## config.mk

```make
export PLATFORM = sky130hd
export DESIGN_NAME = spmv_mac
export DESIGN_NICKNAME = d
export VERILOG_FILES = /design/src/hw/rtl/spmv_pkg.sv /design/src/hw/rtl/spmv_mac.sv
export SDC_FILE = /design/constraint.sdc
export NUM_CORES = 2
export LEC_CHECK = 0
export BUFFER_PORTS_ARGS = -buffer_cell sky130_fd_sc_hd__buf_2
export CAP_MARGIN = 25
export CORE_MARGIN = 2
export CORE_UTILIZATION = 30
export DETAILED_ROUTE_END_ITERATION = 10
export MAX_ROUTING_LAYER = met4
export SLEW_MARGIN = 20
export SYNTH_ARGS = -nofsm -noshare
export SYNTH_HDL_FRONTEND = slang
export SYNTH_SLANG_ARGS = --single-unit
```

## constraint.sdc

```tcl
create_clock -name i_clk -period 11.1 [get_ports i_clk]
set_input_delay 1.11 -clock i_clk [delete_from_list [all_inputs] [get_ports i_clk]]
set_output_delay 1.11 -clock i_clk [all_outputs]
set_load 0.05 [all_outputs]
```

## src/hw/rtl/spmv_pkg.sv

```systemverilog
package spmv_pkg;

    // Item function codes
    typedef enum logic [1:0] {
        FUNC_LOAD    = 2'd0,
        FUNC_START   = 2'd1,
        FUNC_NONZERO = 2'd2
    } t_func;

    localparam int VECTOR_DEPTH_DEF = 1024;

    localparam int IDX_W = 10;
    localparam int VAL_W = 32;
    localparam int PROD_W = 48;
    localparam int SUM_W = 49;

    localparam logic signed [SUM_W-1:0] SUM_MAX = SUM_W'(64'sd2147483647);
    localparam logic signed [SUM_W-1:0] SUM_MIN = -SUM_W'(64'sd2147483648);

    // Control that travels down the pipeline with each transaction
    typedef struct packed {
        logic             valid;
        logic             start;
        logic             last;
        logic [IDX_W-1:0] row;
    } t_ctl;

endpackage

```

## src/hw/rtl/spmv_mac.sv

```systemverilog
module spmv_mac
    import spmv_pkg::*;
(
    input  logic                    i_clk,
    input  logic                    i_rst_n,
    input  logic                    i_en,
    input  t_ctl                    i_ctl,
    input  logic signed [VAL_W-1:0] i_x,
    input  logic signed [VAL_W-1:0] i_operand,
    output logic                    o_valid,
    output logic [IDX_W-1:0]        o_row,
    output logic signed [VAL_W-1:0] o_sum,
    output logic                    o_clip
);

    t_ctl                     r_ctl;
    logic signed [PROD_W-1:0] r_prod;
    logic signed [VAL_W-1:0]  r_init;

    logic signed [VAL_W-1:0]  r_sum;
    logic [IDX_W-1:0]         r_row;
    logic                     r_clip;

    logic                     r_out_valid;
    logic [IDX_W-1:0]         r_out_row;
    logic signed [VAL_W-1:0]  r_out_sum;
    logic                     r_out_clip;

    logic signed [2*VAL_W-1:0] full_prod;
    logic signed [SUM_W-1:0]   wide_sum;
    logic signed [VAL_W-1:0]   n_sum;
    logic [IDX_W-1:0]          n_row;
    logic                      n_clip;

    // Multiply and drop the low fraction bits (floor)
    assign full_prod = (2*VAL_W)'(i_x) * (2*VAL_W)'(i_operand);

    always_ff @(posedge i_clk) begin
        if (!i_rst_n) begin
            r_ctl.valid <= 1'b0;
        end else if (i_en) begin
            r_ctl  <= i_ctl;
            r_prod <= full_prod[2*VAL_W-1:16];
            r_init <= i_operand;
        end
    end

    // Accumulate with saturation, or open a new row
    always_comb begin
        wide_sum = SUM_W'(r_sum) + SUM_W'(r_prod);
        n_sum    = r_sum;
        n_row    = r_row;
        n_clip   = r_clip;
        if (r_ctl.start) begin
            n_sum  = r_init;
            n_row  = r_ctl.row;
            n_clip = 1'b0;
        end else if (wide_sum > SUM_MAX) begin
            n_sum  = SUM_MAX[VAL_W-1:0];
            n_clip = 1'b1;
        end else if (wide_sum < SUM_MIN) begin
            n_sum  = SUM_MIN[VAL_W-1:0];
            n_clip = 1'b1;
        end else begin
            n_sum  = wide_sum[VAL_W-1:0];
        end
    end

    // Update row state
    always_ff @(posedge i_clk) begin
        if (!i_rst_n) begin
            r_sum  <= '0;
            r_row  <= '0;
            r_clip <= 1'b0;
        end else if (i_en && r_ctl.valid) begin
            r_sum  <= n_sum;
            r_row  <= n_row;
            r_clip <= n_clip;
        end
    end

    // Load the output register when a row closes
    always_ff @(posedge i_clk) begin
        if (!i_rst_n) begin
            r_out_valid <= 1'b0;
        end else if (i_en) begin
            r_out_valid <= r_ctl.valid && r_ctl.last;
        end
    end

    always_ff @(posedge i_clk) begin
        if (i_en) begin
            r_out_row  <= n_row;
            r_out_sum  <= n_sum;
            r_out_clip <= n_clip;
        end
    end

    assign o_valid = r_out_valid;
    assign o_row   = r_out_row;
    assign o_sum   = r_out_sum;
    assign o_clip  = r_out_clip;

endmodule

```

==> impl_results.md <==
- Critical R2R Capture: r_sum[1]
- Worst Reg-to-Reg Cells: 13
- Warning count from the yosys run: 0
- Post-route DRC violation count: 0
- Clock sinks: 180
- Vert. Die Dim: 391 um
- Synthesized netlist net count: 6030
- Met2 Use GR: 29.7%
- Sum of net half-perimeters after detailed placement: 101000 um
- # Post-CTS Setup Buffers: 0
- Average instance area after synthesis: 9.67 um2
- Placer congestion estimate: 0.885
- Met1 demand-to-capacity share in global routing: 21.4%
- TritonCTS clock tree: built
- Congestion Overflow GR: 0
- Setup Crit Path Kind: in2reg
- Required time of the critical path: 11.31 ns
- Via count normalized by instance count: 4.79
- Signal arrival time at the worst endpoint: 9.53 ns
- Count of standard-cell rows: 141
- Number of synthesized register bits: 180
- Routed vias: 31400
- Clock period minus worst slack: 9.31 ns
- Min-Delay Path Class: reg2reg
- Effective utilization at floorplan: 30.3%
- Share of flip-flops with an asynchronous set or reset: 0%
- Count of cell types in the netlist: 74
- Antenna violations before repair: 21
- First-iteration detailed-routing DRC count: 1819
- Number of fillers in the final layout: 15200
- Remaining antenna violation count: 0
- Final routed wire length divided by cell count: 19.0 um
- Global route hottest layer: met2
- Mapped cell area: 44900 um2
- CTS Root Cell: sky130_fd_sc_hd__clkbuf_16
- Clock tree buffer depth: 2
- Commonest cells after routing, fill and taps aside: sky130_fd_sc_hd__fa_1 (1082), sky130_fd_sc_hd__inv_1 (977), sky130_fd_sc_hd__nand2_1 (606)
- Kind of start point of the critical path: primary input
- Fmax: 107 MHz
- Number of levels in the clock H-tree: 4
- Beginning of the worst register-to-register path: r_sum[31]
- Share of final-layout standard cells stronger than drive strength 1: 5.37%
- Die width: 391 um
- Total Nets Final: 5977
- Post-synth top flop: sky130_fd_sc_hd__edfxtp_1
- Leading cell type in the layout, fill and taps excluded: sky130_fd_sc_hd__fa_1
- Core Box Area: 148000 um2
- Total global-route track usage: 17.4%
- Run status: completed
- Synthesis-to-finish area growth: 6.96%
- Resized cells post-CTS: 0
- Post-synth EDFFs: 135
- Number of ports placed on the die boundary: 124
- Clock slew at the register clock pins of the worst setup and hold paths: 0.08 ns
- Category of the worst setup path capture point: register
- Count of port buffers added during placement: 123
- Total iterations of the first detailed-routing run: 7
- RSZ-0062 raised after global routing: no
- Post-route fraction of the period consumed by the critical path: 83.9%
- Count of endpoints failing setup in the final report: 0
- Register area share after synthesis: 11.0%
- Later-pin clock latency in the skew report: 0.47 ns
- Final wirelength: 125000 um
- Capturing instance or port of the critical path: r_prod[44]
- Die area: 153000 um2
- Worst-Margin Slew: 1.09 ns
- Hold buffer count at cts: 0
- Final sum of negative setup slack: 0 ns
- Count of final max-slew check failures: 0
- Wire length of the first global-routing pass: 199000 um
- Cells after Synth: 4640
- Met3 demand-to-capacity share in global routing: 2.20%
- Clock skew after layout: 0.0219 ns
- Number of buffers created by CTS: 17
- Max Cap Violations: 0
- Pin count of the biggest net entering global routing: 74
- Highest net fanout along the worst path: 32
- Hold Fails Final Rpt: 0
- Normalized max-slew margin: 27.4%
- Origin of the worst setup path: i_x[31]
- Number of global-route vias before repair: 34600
- Reg-to-reg slack, setup: 5.81 ns
[Yosys cell counts (23+ instances only)]
cell type	instances	area share, %
sky130_fd_sc_hd__a21o_1	49	0.82
sky130_fd_sc_hd__a21oi_1	77	0.86
sky130_fd_sc_hd__and2_1	511	7.1
sky130_fd_sc_hd__clkbuf_1	231	1.9
sky130_fd_sc_hd__dfxtp_1	45	2.0
sky130_fd_sc_hd__edfxtp_1	135	9.0
sky130_fd_sc_hd__fa_1	1082	48
sky130_fd_sc_hd__ha_1	228	6.4
sky130_fd_sc_hd__inv_1	977	8.2
sky130_fd_sc_hd__nand2_1	606	5.1
sky130_fd_sc_hd__nand3_1	26	0.29
sky130_fd_sc_hd__nand4_1	23	0.32
sky130_fd_sc_hd__nor2_1	113	0.95
sky130_fd_sc_hd__nor2b_1	34	0.47
sky130_fd_sc_hd__nor3_1	36	0.40
sky130_fd_sc_hd__o21ai_0	104	1.2
sky130_fd_sc_hd__xnor2_1	58	1.1
sky130_fd_sc_hd__xor2_1	32	0.62
[worst max-delay path, stage by stage]
cell and delay (ns):
sky130_fd_sc_hd__buf_2 0.56, sky130_fd_sc_hd__nand2_1 0.27, sky130_fd_sc_hd__inv_1 0.16, sky130_fd_sc_hd__fa_1 0.42
sky130_fd_sc_hd__inv_1 0.25, sky130_fd_sc_hd__fa_1 0.46, sky130_fd_sc_hd__inv_1 0.22, sky130_fd_sc_hd__fa_1 0.50
sky130_fd_sc_hd__fa_1 0.89, sky130_fd_sc_hd__inv_1 0.42, sky130_fd_sc_hd__fa_1 0.59, sky130_fd_sc_hd__inv_1 0.06
sky130_fd_sc_hd__fa_1 0.53, sky130_fd_sc_hd__inv_1 0.05, sky130_fd_sc_hd__fa_1 0.48, sky130_fd_sc_hd__inv_1 0.05
sky130_fd_sc_hd__fa_1 0.45, sky130_fd_sc_hd__ha_1 0.33, sky130_fd_sc_hd__a21oi_1 0.22, sky130_fd_sc_hd__o21bai_1 0.12
sky130_fd_sc_hd__a21o_1 0.19, sky130_fd_sc_hd__a21o_1 0.17, sky130_fd_sc_hd__a221oi_1 0.35, sky130_fd_sc_hd__nand2_1 0.14
sky130_fd_sc_hd__a21oi_1 0.25, sky130_fd_sc_hd__o21bai_1 0.10, sky130_fd_sc_hd__xor2_1 0.14
[worst min path at each step]
stage | to | cells after the start | start
2_1_floorplan | o_valid | 2 | r_ctl[10]
3_3_place_gp | o_valid | 2 | r_ctl[10]
3_5_place_dp | o_valid | 2 | r_ctl[10]
4_1_cts | o_valid | 2 | r_ctl[10]
5_1_grt | r_sum[26] | 2 | r_sum[26]
6_report | o_valid | 2 | r_ctl[10]
[routing by layer]
metal / wire length, um / vias to the layer above
li1: - / 13800
met1: 51600 / 16600
met2: 62900 / 779
met3: 5790 / 190
met4: 4250 / 0
met5: 0 / -
[kinds of logic (layout without fill, tap and decap cells)]
family | after synthesis | after routing | share of synthesized area (%)
simple gates | 1418 | 1418 | 15.7
fa+ha+maj | 1310 | 1310 | 54.6
buf+inv | 1217 | 1177 | 10.2
compound gates | 412 | 412 | 6.26
flops | 180 | 180 | 11.0
xor+xnor | 90 | 90 | 1.76
mux | 13 | 13 | 0.318
other cells | 0 | 12 | 0
[per-stage QoR]
stage          hold slack (ns)  utilization, %  cells  instance area [um2]  setup slack (ns)
5_1_grt                  0.517            32.4   6539                48000              1.38
3_3_place_gp             0.461            31.9   6496                47300              1.49
3_5_place_dp             0.476            31.9   6496                47300              1.34
4_1_cts                  0.494            32.4   6528                47900              1.83
6_report                 0.490            32.4   6542                48000              1.79
2_1_floorplan            0.448               -   4640                44900              2.64
[registers in the layout, summed over array words and instances (netlist names)]
register	flops
o_clip	1
r_sum	32
r_clip	1
r_prod	48
r_ctl	13
o_row	10
o_sum	32
r_init	32
o_valid	1
r_row	10
[cell type report]
cell class | instances | area (um2) | share of cell area [%]
antenna | 12 | 30.0 | 0.0626
sequential | 180 | 4950 | 10.3
inverter | 977 | 3670 | 7.64
multi-input combinational | 3243 | 35300 | 73.6
clock inverter | 15 | 218 | 0.454
timing repair buffer | 168 | 958 | 2.00
clock buffer | 17 | 425 | 0.887
tap | 1930 | 2410 | 5.03
Power is not shown: default switching activity piles up to over one toggle a cycle in this logic, so the estimate is an artifact.
